**src/sv/assert_macros.svh**
```systemverilog
// assertion macros shared by the rtl
`ifndef ASSERT_MACROS_SVH
`define ASSERT_MACROS_SVH

// property that must hold on every clock outside reset
`define WAVHP_ASSERT(label, prop, msg) \
  label: assert property (@(posedge clk) disable iff (!rst_n) (prop)) else $error(msg);

// antecedent in one cycle implies consequent in the next
`define WAVHP_ASSERT_NEXT(label, ante, cons, msg) \
  label: assert property (@(posedge clk) disable iff (!rst_n) (ante) |=> (cons)) else $error(msg);

`endif

```
**src/sv/wavhp_pkg.sv**
```systemverilog
// types, codes and constants of the wav header parser
`timescale 1ns / 1ps
package wavhp_pkg;

  localparam logic [31:0] TAG_RIFF = 32'h4646_4952;
  localparam logic [31:0] TAG_WAVE = 32'h4556_4157;
  localparam logic [31:0] TAG_FMT  = 32'h2074_6D66;
  localparam logic [31:0] TAG_DATA = 32'h6174_6164;
  localparam logic [31:0] FMT_MIN_SIZE = 32'd16;
  localparam logic [15:0] MAX_CHANNELS = 16'd2;
  localparam logic [15:0] FMT_PCM = 16'd1;
  localparam logic [15:0] BITS_16 = 16'd16;
  localparam logic [31:0] MAX_DATA_SIZE_RST = 32'd4194304;

  localparam int unsigned CFG_ADDR_W = 3;
  localparam logic [CFG_ADDR_W-1:0] REG_MAX_DATA_SIZE = 3'd0;

  typedef enum logic [3:0] {
    ST_OK        = 4'd0,
    ST_BAD_RIFF  = 4'd1,
    ST_BAD_WAVE  = 4'd2,
    ST_SHORT_FMT = 4'd3,
    ST_TRUNCATED = 4'd4,
    ST_NOT_PCM   = 4'd5,
    ST_NOT_16BIT = 4'd6,
    ST_BAD_CHANS = 4'd7,
    ST_TOO_LARGE = 4'd8
  } status_t;

  typedef enum logic [12:0] {
    PH_RIFF  = 13'b0_0000_0000_0001,
    PH_RSIZE = 13'b0_0000_0000_0010,
    PH_WAVE  = 13'b0_0000_0000_0100,
    PH_CID   = 13'b0_0000_0000_1000,
    PH_FSIZE = 13'b0_0000_0001_0000,
    PH_F0    = 13'b0_0000_0010_0000,
    PH_F1    = 13'b0_0000_0100_0000,
    PH_F2    = 13'b0_0000_1000_0000,
    PH_F3    = 13'b0_0001_0000_0000,
    PH_SKIP  = 13'b0_0010_0000_0000,
    PH_DONE  = 13'b0_0100_0000_0000,
    PH_DSIZE = 13'b0_1000_0000_0000,
    PH_OSIZE = 13'b1_0000_0000_0000
  } phase_t;

  // first member is the most significant, so status lands in the low bits
  typedef struct packed {
    logic [31:0] payload_offset;
    logic [31:0] payload_len;
    logic [15:0] sample_bits;
    logic [15:0] frame_bytes;
    logic [31:0] rate_hz;
    logic [15:0] channel_count;
    logic [15:0] format_code;
    status_t     status;
  } result_t;

  typedef struct packed {
    logic at_start;
    logic sent;
  } parse_stat_t;

endpackage

```
**src/sv/wavhp_parse.sv**
```systemverilog
// byte-wise riff/wave parser state and field capture
`timescale 1ns / 1ps
module wavhp_parse
  import wavhp_pkg::*;
(
  input  logic        clk,
  input  logic        rst_n,
  input  logic        byte_take,
  input  logic [7:0]  byte_value,
  input  logic        stream_end,
  input  logic [31:0] max_data_size,
  output logic        res_valid,
  output result_t     res,
  output parse_stat_t pstat
);

  phase_t      phase_r, phase_nxt;
  logic [1:0]  cnt_r, cnt_nxt;
  logic [31:0] shift_r, shift_nxt;
  logic [31:0] remain_r, remain_nxt;
  logic        fmt_seen_r, fmt_seen_nxt;
  logic        sent_r, sent_nxt;
  logic [31:0] pos_r, pos_nxt;
  logic [15:0] format_r, format_nxt;
  logic [15:0] chans_r, chans_nxt;
  logic [31:0] rate_r, rate_nxt;
  logic [15:0] align_r, align_nxt;
  logic [15:0] bits_r, bits_nxt;
  logic [31:0] dsize_r, dsize_nxt;
  logic [31:0] doff_r, doff_nxt;

  logic        take;
  logic        full;
  logic [31:0] v;
  logic        emit;
  status_t     code;
  status_t     fin_code;

  assign take = (phase_r != PH_DONE) && (phase_r != PH_SKIP);
  assign v    = {byte_value, shift_r[31:8]};
  assign full = take && (cnt_r == 2'd3);

  always_comb begin
    if (format_r != FMT_PCM) begin
      fin_code = ST_NOT_PCM;
    end else if (bits_r != BITS_16) begin
      fin_code = ST_NOT_16BIT;
    end else if (chans_r == 16'd0 || chans_r > MAX_CHANNELS) begin
      fin_code = ST_BAD_CHANS;
    end else if (v > max_data_size) begin
      fin_code = ST_TOO_LARGE;
    end else begin
      fin_code = ST_OK;
    end
  end

  always_comb begin
    phase_nxt    = phase_r;
    cnt_nxt      = cnt_r;
    shift_nxt    = shift_r;
    remain_nxt   = remain_r;
    fmt_seen_nxt = fmt_seen_r;
    sent_nxt     = sent_r;
    pos_nxt      = pos_r + 32'd1;
    format_nxt   = format_r;
    chans_nxt    = chans_r;
    rate_nxt     = rate_r;
    align_nxt    = align_r;
    bits_nxt     = bits_r;
    dsize_nxt    = dsize_r;
    doff_nxt     = doff_r;
    emit         = 1'b0;
    code         = ST_OK;

    if (take) begin
      shift_nxt = v;
      cnt_nxt   = cnt_r + 2'd1;
    end

    case (phase_r)
      PH_RIFF: begin
        if (full) begin
          if (v == TAG_RIFF) begin
            phase_nxt = PH_RSIZE;
          end else begin
            emit = 1'b1;
            code = ST_BAD_RIFF;
          end
        end
      end
      PH_RSIZE: begin
        if (full) phase_nxt = PH_WAVE;
      end
      PH_WAVE: begin
        if (full) begin
          if (v == TAG_WAVE) begin
            phase_nxt = PH_CID;
          end else begin
            emit = 1'b1;
            code = ST_BAD_WAVE;
          end
        end
      end
      PH_CID: begin
        if (full) begin
          if (v == TAG_FMT) begin
            phase_nxt = PH_FSIZE;
          end else if (v == TAG_DATA) begin
            phase_nxt = PH_DSIZE;
          end else begin
            phase_nxt = PH_OSIZE;
          end
        end
      end
      PH_FSIZE: begin
        if (full) begin
          if (v < FMT_MIN_SIZE) begin
            emit = 1'b1;
            code = ST_SHORT_FMT;
          end else begin
            remain_nxt = v - FMT_MIN_SIZE;
            phase_nxt  = PH_F0;
          end
        end
      end
      PH_F0: begin
        if (full) begin
          format_nxt = v[15:0];
          chans_nxt  = v[31:16];
          phase_nxt  = PH_F1;
        end
      end
      PH_F1: begin
        if (full) begin
          rate_nxt  = v;
          phase_nxt = PH_F2;
        end
      end
      PH_F2: begin
        if (full) phase_nxt = PH_F3;
      end
      PH_F3: begin
        if (full) begin
          align_nxt    = v[15:0];
          bits_nxt     = v[31:16];
          fmt_seen_nxt = 1'b1;
          phase_nxt    = (remain_r == 32'd0) ? PH_CID : PH_SKIP;
        end
      end
      PH_DSIZE: begin
        if (full) begin
          if (fmt_seen_r) begin
            dsize_nxt = v;
            doff_nxt  = pos_nxt;
            emit      = 1'b1;
            code      = fin_code;
          end else begin
            remain_nxt = v;
            phase_nxt  = (v == 32'd0) ? PH_CID : PH_SKIP;
          end
        end
      end
      PH_OSIZE: begin
        if (full) begin
          remain_nxt = v;
          phase_nxt  = (v == 32'd0) ? PH_CID : PH_SKIP;
        end
      end
      PH_SKIP: begin
        remain_nxt = remain_r - 32'd1;
        if (remain_r == 32'd1) phase_nxt = PH_CID;
      end
      default: begin
      end
    endcase

    if (emit) begin
      sent_nxt  = 1'b1;
      phase_nxt = PH_DONE;
    end

    if (stream_end && !sent_nxt) begin
      emit = 1'b1;
      code = ST_TRUNCATED;
    end

    res.status         = code;
    res.format_code    = format_nxt;
    res.channel_count  = chans_nxt;
    res.rate_hz        = rate_nxt;
    res.frame_bytes    = align_nxt;
    res.sample_bits    = bits_nxt;
    res.payload_len    = dsize_nxt;
    res.payload_offset = doff_nxt;
    res_valid          = byte_take && emit;

    // restart after the last byte of a file
    if (stream_end) begin
      phase_nxt    = PH_RIFF;
      cnt_nxt      = 2'd0;
      shift_nxt    = 32'd0;
      remain_nxt   = 32'd0;
      fmt_seen_nxt = 1'b0;
      sent_nxt     = 1'b0;
      pos_nxt      = 32'd0;
      format_nxt   = 16'd0;
      chans_nxt    = 16'd0;
      rate_nxt     = 32'd0;
      align_nxt    = 16'd0;
      bits_nxt     = 16'd0;
      dsize_nxt    = 32'd0;
      doff_nxt     = 32'd0;
    end
  end

  always_ff @(posedge clk) begin
    if (!rst_n) begin
      phase_r    <= PH_RIFF;
      cnt_r      <= 2'd0;
      shift_r    <= 32'd0;
      remain_r   <= 32'd0;
      fmt_seen_r <= 1'b0;
      sent_r     <= 1'b0;
      pos_r      <= 32'd0;
      format_r   <= 16'd0;
      chans_r    <= 16'd0;
      rate_r     <= 32'd0;
      align_r    <= 16'd0;
      bits_r     <= 16'd0;
      dsize_r    <= 32'd0;
      doff_r     <= 32'd0;
    end else if (byte_take) begin
      phase_r    <= phase_nxt;
      cnt_r      <= cnt_nxt;
      shift_r    <= shift_nxt;
      remain_r   <= remain_nxt;
      fmt_seen_r <= fmt_seen_nxt;
      sent_r     <= sent_nxt;
      pos_r      <= pos_nxt;
      format_r   <= format_nxt;
      chans_r    <= chans_nxt;
      rate_r     <= rate_nxt;
      align_r    <= align_nxt;
      bits_r     <= bits_nxt;
      dsize_r    <= dsize_nxt;
      doff_r     <= doff_nxt;
    end
  end

  assign pstat.at_start = (phase_r == PH_RIFF) && (pos_r == 32'd0) && (cnt_r == 2'd0);
  assign pstat.sent     = sent_r;

endmodule

```
**src/sv/wavhp_outq.sv**
```systemverilog
// two-entry result queue between the parser and the output channel
`timescale 1ns / 1ps
module wavhp_outq
  import wavhp_pkg::*;
(
  input  logic    clk,
  input  logic    rst_n,
  input  logic    push,
  input  result_t push_data,
  output logic    full,
  output logic    pop_valid,
  input  logic    pop_ready,
  output result_t pop_data
);

  result_t    mem [2];
  logic       wr_ptr_r, wr_ptr_nxt;
  logic       rd_ptr_r, rd_ptr_nxt;
  logic [1:0] cnt_r, cnt_nxt;
  logic       pop;

  assign pop       = pop_valid && pop_ready;
  assign pop_valid = (cnt_r != 2'd0);
  assign full      = (cnt_r == 2'd2);
  assign pop_data  = mem[rd_ptr_r];

  always_comb begin
    wr_ptr_nxt = push ? ~wr_ptr_r : wr_ptr_r;
    rd_ptr_nxt = pop ? ~rd_ptr_r : rd_ptr_r;
    cnt_nxt    = cnt_r + {1'b0, push} - {1'b0, pop};
  end

  always_ff @(posedge clk) begin
    if (push) mem[wr_ptr_r] <= push_data;
  end

  always_ff @(posedge clk) begin
    if (!rst_n) begin
      wr_ptr_r <= 1'b0;
      rd_ptr_r <= 1'b0;
      cnt_r    <= 2'd0;
    end else begin
      wr_ptr_r <= wr_ptr_nxt;
      rd_ptr_r <= rd_ptr_nxt;
      cnt_r    <= cnt_nxt;
    end
  end

endmodule

```
**src/sv/wav_header_parser.sv**
```systemverilog
// WAV header parser: takes one file byte per transaction on the input stream and returns
// one result per file with status and the fmt and data chunk fields. Every byte is handled
// in the cycle it is accepted, so a byte can be taken on every clock that in_tready is high;
// the result is written into the output queue on the deciding byte (a bad tag, a short fmt
// chunk, the data chunk header, or the last byte of a truncated file). Results wait in a
// two-entry queue, and in_tready drops only while both entries are held. max_data_size
// sits at byte address 0 of the configuration port and resets to 4194304.
`timescale 1ns / 1ps
`include "assert_macros.svh"
module wav_header_parser
  import wavhp_pkg::*;
(
  input  logic                  clk,
  input  logic                  rst_n,
  input  logic                  in_tvalid,
  output logic                  in_tready,
  input  logic [7:0]            in_tdata,     // byte_value
  input  logic                  in_tlast,     // stream_end
  output logic                  out_tvalid,
  input  logic                  out_tready,
  // status[3:0], format code, channel_count, rate, frame bytes,
  // sample bits, payload length, payload offset, zero fill
  output logic [167:0]          out_tdata,
  input  logic                  cfg_psel,
  input  logic                  cfg_penable,
  input  logic                  cfg_pwrite,
  input  logic [CFG_ADDR_W-1:0] cfg_paddr,
  input  logic [31:0]           cfg_pwdata,
  output logic [31:0]           cfg_prdata,
  output logic                  cfg_pready
);

  logic [31:0] max_size_r;
  logic        cfg_sel_reg;
  logic        in_accept;
  logic        q_full;
  logic        res_valid;
  result_t     res;
  result_t     q_data;
  parse_stat_t pstat;

  assign cfg_pready  = 1'b1;
  assign cfg_sel_reg = (cfg_paddr[CFG_ADDR_W-1:2] == REG_MAX_DATA_SIZE[CFG_ADDR_W-1:2]);
  assign cfg_prdata  = cfg_sel_reg ? max_size_r : 32'd0;

  always_ff @(posedge clk) begin
    if (!rst_n) begin
      max_size_r <= MAX_DATA_SIZE_RST;
    end else if (cfg_psel && cfg_penable && cfg_pwrite && cfg_pready && cfg_sel_reg) begin
      max_size_r <= cfg_pwdata;
    end
  end

  assign in_tready = !q_full;
  assign in_accept = in_tvalid && in_tready;

  wavhp_parse u_parse (
    .clk           (clk),
    .rst_n         (rst_n),
    .byte_take     (in_accept),
    .byte_value    (in_tdata),
    .stream_end    (in_tlast),
    .max_data_size (max_size_r),
    .res_valid     (res_valid),
    .res           (res),
    .pstat         (pstat)
  );

  wavhp_outq u_outq (
    .clk       (clk),
    .rst_n     (rst_n),
    .push      (res_valid),
    .push_data (res),
    .full      (q_full),
    .pop_valid (out_tvalid),
    .pop_ready (out_tready),
    .pop_data  (q_data)
  );

  assign out_tdata = {4'd0, q_data};

  `WAVHP_ASSERT(a_no_overflow, !(res_valid && q_full), "result pushed into a full queue")
  `WAVHP_ASSERT_NEXT(a_restart, in_accept && in_tlast, pstat.at_start,
                     "parser did not restart after the last byte")
  `WAVHP_ASSERT_NEXT(a_one_result, res_valid && !in_tlast, pstat.sent,
                     "result issued but not marked as sent")
  `WAVHP_ASSERT(a_single, !(res_valid && pstat.sent), "second result for one file")

endmodule
```
**config.mk**
```make
export PLATFORM = sky130hd
export DESIGN_NAME = wav_header_parser
export DESIGN_NICKNAME = d
export VERILOG_FILES = /design/src/sv/wavhp_pkg.sv /design/src/sv/wavhp_parse.sv /design/src/sv/wavhp_outq.sv /design/src/sv/wav_header_parser.sv
export VERILOG_INCLUDE_DIRS = /design/src /design/src/sv
export SDC_FILE = /design/constraint.sdc
export NUM_CORES = 1
export LEC_CHECK = 0
export CAP_MARGIN = 25
export CORE_MARGIN = 4
export CORE_UTILIZATION = 51
export CTS_BUF_LIST = sky130_fd_sc_hd__clkbuf_8
export DETAILED_ROUTE_END_ITERATION = 8
export DONT_BUFFER_PORTS = 1
export PLACE_DENSITY = 0.66
export SLEW_MARGIN = 10
export SYNTH_ARGS = -nofsm -noshare
export SYNTH_HDL_FRONTEND = slang
export SYNTH_SLANG_ARGS = --single-unit
```
**constraint.sdc**
```tcl
create_clock -name clk -period 15 [get_ports clk]
set_clock_uncertainty 0.1 [all_clocks]
set_input_delay 3 -clock clk [delete_from_list [all_inputs] [get_ports clk]]
set_output_delay 3 -clock clk [all_outputs]
set_load 0.02 [all_outputs]
```
# --- Word level (Yosys, flattened, before mapping) ---
# Memories as Yosys holds them, arrays and structs flattened. A register that Yosys moved wholly into a read port is not among the register bits.
# Cells that the tools add are included.
word_totals:
  regBits: 309
  latch_bits: 0
  ram_bits: 328
  mem_bits_ro: 0
  inputBits: 51
  out_inout_bits: 203
  word_cells: 192
  memories: 1
op_classes:
  addsub: 6
  mul: 0
  div_mod_pow: 0
  n_lt_le_gt_ge: 3
  n_eq_ne: 44
  shifts: 0
  n_mux: 92
  bitwise: 3
  n_reduce_logical: 25
mem_list:
  columns: ["name", "depth", "word_bits", "read_ports", "rd_clocked_by_memory_dff", "wr", "line_no", "text"]
  rows:
  - ["u_outq.mem", 2, 164, 1, 1, 1, "wavhp_outq.sv:16", "result_t mem [2];"]
op_table:
  columns: ["operator", "count"]
  rows:
  - ["$mux W32", 21]
  - ["$mux W13", 20]
  - ["$mux W16", 12]
  - ["$pmux W13 S12", 1]
  - ["$pmux W32 S4", 1]
  - ["$eq A32 B31 Y1 const B", 3]
  - ["$logic_not A32 Y1", 2]
  - ["$ne A4 B2 Y1 const B", 14]
  - ["$mux W4", 10]
  - ["$add A32 B1 Y32 const B", 1]
  - ["$eq A32 B1 Y1 const B", 1]
  - ["$eq A32 B30 Y1 const B", 1]
  - ["$gt A32 B32 Y1", 1]
  - ["$lt A32 B5 Y1 const B", 1]
  - ["$sub A32 B1 Y32 const B", 1]
  - ["$sub A32 B5 Y32 const B", 1]
  - ["$mux W10", 2]
  - ["$mux W1", 19]
  - ["$reduce_and A18 Y1", 1]
  - ["$gt A16 B2 Y1 const B", 1]
  - ["$logic_not A16 Y1", 1]
  - ["$ne A16 B1 Y1 const B", 1]
  - ["$ne A16 B5 Y1 const B", 1]
  - ["$pmux W4 S4", 1]
  - ["other kinds (33)", 55]

# --- Depth between registers and ports, before layout ---
logic_depth:
  depth_word: 12
  mapped_depth: 14
  ltp_nobuf: 14

# --- By module ---
# A second synthesis with hierarchy kept.
unflattened:
  cells_unflattened: 2640
  hier_area_um2: 28974.0
by_module_without_submodules:
  columns: ["module", "instances", "cells_per_inst", "area_each_um2", "seq_area_each_um2"]
  rows:
  - ["wavhp_parse", 1, 1923, 15232.1, 5305.1]
  - ["wavhp_outq", 1, 533, 12155.4, 9949.5]
  - ["wav_header_parser", 1, 184, 1586.5, 640.6]

# --- Worst setup path before layout ---
# OpenSTA, ideal clock, no wires.
synth_timing:
  path_kind: "input to register"
  startpoint: "input port in_tdata[0]"
  endpoint: "memory u_outq.mem[0][0] in the netlist's numbering, enable pin"
  setup_ps: 690
  t_arrival_ps: 11688
  t_required_ps: 14210
  path_slack_ps: 2521
  cell_stages: 7
  path_buffers: 0
  path_cell_list: "or4_4 -> or4_4 -> nor4_1 -> a22oi_1 -> a31oi_1 -> o21ai_2 -> nor2_1"
synth_between:
  elab_chain_cells: 11
synth_lines:
  columns: ["item", "line_no", "text"]
  rows:
  - ["from (decl)", "wav_header_parser.sv:17", "input logic [7:0] in_tdata,"]
  - ["$lt A32 B5 Y1 (tied with other cells)", "wavhp_parse.sv:117", "if (v < FMT_MIN_SIZE) begin"]
  - ["$mux W1, on equally long branches", "wavhp_parse.sv:117, wavhp_parse.sv:83, wavhp_parse.sv:96", null]
  - ["$mux W1, on equally long branches", "wavhp_parse.sv:116, wavhp_parse.sv:82, wavhp_parse.sv:95", null]
  - ["$pmux W1 S4 (*)", "wavhp_parse.sv:80", "case (phase_r)"]
  - ["$mux W1", "wavhp_parse.sv:177", "if (emit) begin"]
  - ["$logic_not A1 Y1", "wavhp_parse.sv:182", "if (stream_end && !sent_nxt) begin"]
  - ["$logic_and A1 B1 Y1", "wavhp_parse.sv:182", null]
  - ["$mux W1 (*)", "wavhp_parse.sv:182", null]
  - ["$logic_and A1 B1 Y1 (*)", "wavhp_parse.sv:195", "res_valid = byte_take && emit;"]
  - ["$mux W1 (*)", "wavhp_outq.sv:34", "if (push) mem[wr_ptr_r] <= push_data;"]
  - ["$mux W1 (implied by the code) (*)", "wavhp_outq.sv:34", null]
  - ["to (decl)", "wavhp_outq.sv:16", null]
# Mark *: on every way between the ends. The rest lies on a longest branch, timed or not.

==> results.json <==
{
  "outcome": "finished clean",
  "synth-seq-cells": 630,
  "muxShareOfSynthArea_pct": 10.6,
  "start_kind": "flop",
  "avgSynthCellArea_um2": 10.8,
  "yosys-top-cells-area": "edfxtp_1 (34%), dfxtp_1 (21%), mux2_2 (9.5%)",
  "synth_flop_cell": "edfxtp_1",
  "critPathMaxFanout": 71,
  "reg2reg_depth": 10,
  "dp_hpwl_um": 50900,
  "drive_gt1_share_pct": 17.5,
  "slew_headroom_pct": 28.0,
  "syn-cell-area_um2": 28600,
  "drt.antenna.violating_nets": 0,
  "maxSlewViolCount": 0,
  "insertion_delay_ns": 0.73,
  "maxCapViolCount": 0,
  "synth_largest_type_area_fraction_pct": 34.4,
  "io_buffer_count": 0,
  "setup-violations-final": 0,
  "nets": 2703,
  "yosysUniqueCellTypes": 85,
  "postCtsResizedCells": 0,
  "max_freq_mhz": 148,
  "grt_max_degree": 92,
  "min_delay_path_depth": 2,
  "netlist_instances": 2657,
  "chipWidth_um": 245,
  "areaGrowthSynthToFinish_pct": 9.60,
  "r2r_slack_ns": 9.92,
  "synth.largest_area_cell": "edfxtp_1",
  "min_path_type": "flop to flop",
  "cp-end-kind": "output port",
  "tritoncts": "built",
  "critical_path_class": "flop to output port",
  "cts_hold_buf": 0,
  "whs_endpoint": "max_size_r[18]$_SDFFE_PN0P_",
  "path_clk_slew_ns": 0.06,
  "h-tree-depth": 3,
  "synth-simple-area-share_pct": 14.7,
  "finalSetupTns_ns": 0,
  "ir_worst_vdd_uv": 83.9,
  "core-area_um2": 55300,
  "globalplace.congestion": 0.936,
  "synth_top_family_by_area": "simple AND/OR/NAND/NOR gates",
  "layout_common_cells": "edfxtp_1 (328), dfxtp_1 (301), nand2_1 (288)",
  "cts_max_path_buffers": 3,
  "place_ws_ns": 7.90,
  "arrival_ns": 3.65,
  "antenna_found_initial": 3,
  "totalWireLength_um": 81600,
  "vias": 21200,
  "fillers": 4692,
  "synth-async-reset-ratio_pct": 0,
  "final.setup.worst_slack_ns": 8.25,
  "synthAdderAreaFrac_pct": 1.79,
  "post_cts_buffers": 0,
  "initial_core_util_pct": 51.7,
  "synthXorXnorAreaFrac_pct": 1.90,
  "drt-initial-drc-count": 2062,
  "yosysWarnings": 0,
  "cts.sinks": 630,
  "fp.dieArea_um2": 59900,
  "drtPass1Iterations": 6,
  "num_rows": 86,
  "synth_edf_count": 328,
  "powerDensity_nw_per_um2": 132,
  "cp.required_ns": 11.90,
  "hold_path_startpoint": "max_size_r[18]$_SDFFE_PN0P_",
  "reg2reg_to": "u_outq.mem[1][84]$_DFFE_PP_",
  "fp.dieH_um": 245,
  "yosysSeqAreaShare_pct": 55.6,
  "route.detailed.drc": 0,
  "tightest_slew_ns": 1.08,
  "io_pins": 254,
  "wl_per_cell_um": 23.7,
  "grt_pass1_wl_um": 123000,
  "first_global_vias": 20700,
  "min_period_ns": 6.75,
  "gr-total-overflow": 0,
  "rsz0062_at_grt": "no",
  "clock-root-buffer": "clkbuf_8",
  "synth_compound_area_share_pct": 11.7,
  "min_period_over_period_pct": 45.0,
  "layout_commonest_cell": "edfxtp_1",
  "cts_made_buffers": 101,
  "rr_startpoint": "u_parse.shift_r[19]$_SDFFE_PN0P_",
  "via_per_inst": 6.14,
  "grt_util_all_layers_pct": 26.4,
  "hold_violations": 0,
  "leakage_nw": 11.3
}
-- stage by stage --
stage | total power, mW | cell area (µm²) | cells | hold slack, ns | utilization [%]
after global placement | 2.61 | 29100 | 3248 | 0.335 | 52.5
final | 4.13 | 31300 | 3447 | 0.352 | 56.7
after floorplan | 2.48 | 28600 | 2660 | 0.325 | -
after detailed placement | 2.62 | 29100 | 3253 | 0.342 | 52.6
after global routing | 4.28 | 31300 | 3446 | 0.378 | 56.7
after CTS | 4.16 | 31300 | 3443 | 0.354 | 56.5
-- worst max path at each step --
| stage | start | to | slack (ns) | depth (start not counted) |
|---|---|---|---|---|
| floorplan | in_tdata[0] | u_outq.mem[0][0]$_DFFE_PP_ | 2.52 | 7 |
| global placement | in_tdata[0] | u_outq.mem[1][59]$_DFFE_PP_ | 8.00 | 9 |
| detailed placement | in_tdata[0] | u_outq.mem[1][59]$_DFFE_PP_ | 7.90 | 9 |
| CTS | flop | out_tdata[4] | 8.12 | 3 |
| global route | flop | out_tdata[29] | 8.05 | 3 |
| finish | flop | out_tdata[28] | 8.25 | 3 |
-- power breakdown --
group	total, mW	switching, mW	internal, mW
logic	0.674	0.473	0.201
clock network	1.54	0.700	0.841
registers	1.91	0.0390	1.87
-- kinds of logic after synthesis --
group,Yosys count
AND/OR/NAND/NOR,891
flip-flops,630
AO/OA/AOI/OAI,510
multiplexers,270
buffers and inverters,251
XOR/XNOR,62
adder cells (fa/ha/maj),41
other,2
-- final cells by class --
cell class | count | area, µm² | share of cell area (%)
flip-flops and latches | 630 | 15900 | 50.7
multi-input cells | 1779 | 11700 | 37.3
clock buffers | 121 | 1670 | 5.31
well taps | 748 | 936 | 2.99
clock inverters | 69 | 490 | 1.56
repair buffers | 54 | 470 | 1.50
inverters | 45 | 174 | 0.555
diodes | 1 | 2.50 | 0.00798
-- worst max-delay path, stage by stage (launching register included) --
cell and delay [ns]:
dfxtp_4 0.76, buf_4 0.72, buf_4 0.82, mux2_2 0.50
-- sequential cells by signal, indices dropped and copies added, names as in the netlist, 13 cells and up, named ones only --
register	count
u_parse.rate_r	32
u_parse.remain_r	32
u_parse.align_r	16
u_outq.mem	328
u_parse.bits_r	16
u_parse.dsize_r	32
u_parse.phase_r	13
u_parse.shift_r	24
u_parse.doff_r	32
u_parse.format_r	16
u_parse.chans_r	16
u_parse.pos_r	32
max_size_r	32
-- routing by layer --
metal,vias to the layer above,routed length (µm),global-route usage (%),share of wire [%]
met2,922,37400,41.6,46
met1,10400,34700,35.6,43
met5,-,23,0,0.028
met3,184,6620,5.83,8.1
met4,4,2790,10.4,3.4
li1,9638,-,-,-
-- Yosys cell counts (11+ instances only) --
cell type  count
nand3_1       76
xnor2_1       29
mux2_1        17
mux2i_1       11
or3_1         16
nor2_1       278
and2_1        12
or4_1         11
inv_1         45
mux2_2       242
o31ai_1       13
xor2_1        33
nor4_1        32
o21ai_0      118
nand2_1      290
and3_1        17
ha_1          41
a22oi_1      170
buf_4         14
edfxtp_1     328
a21oi_1      107
nor2b_1       12
nor3_1        45
nand4_1       29
o22ai_1       14
buf_2         16
clkbuf_1     167
dfxtp_1      302
Note: power is estimated with default switching activity, not from simulation.
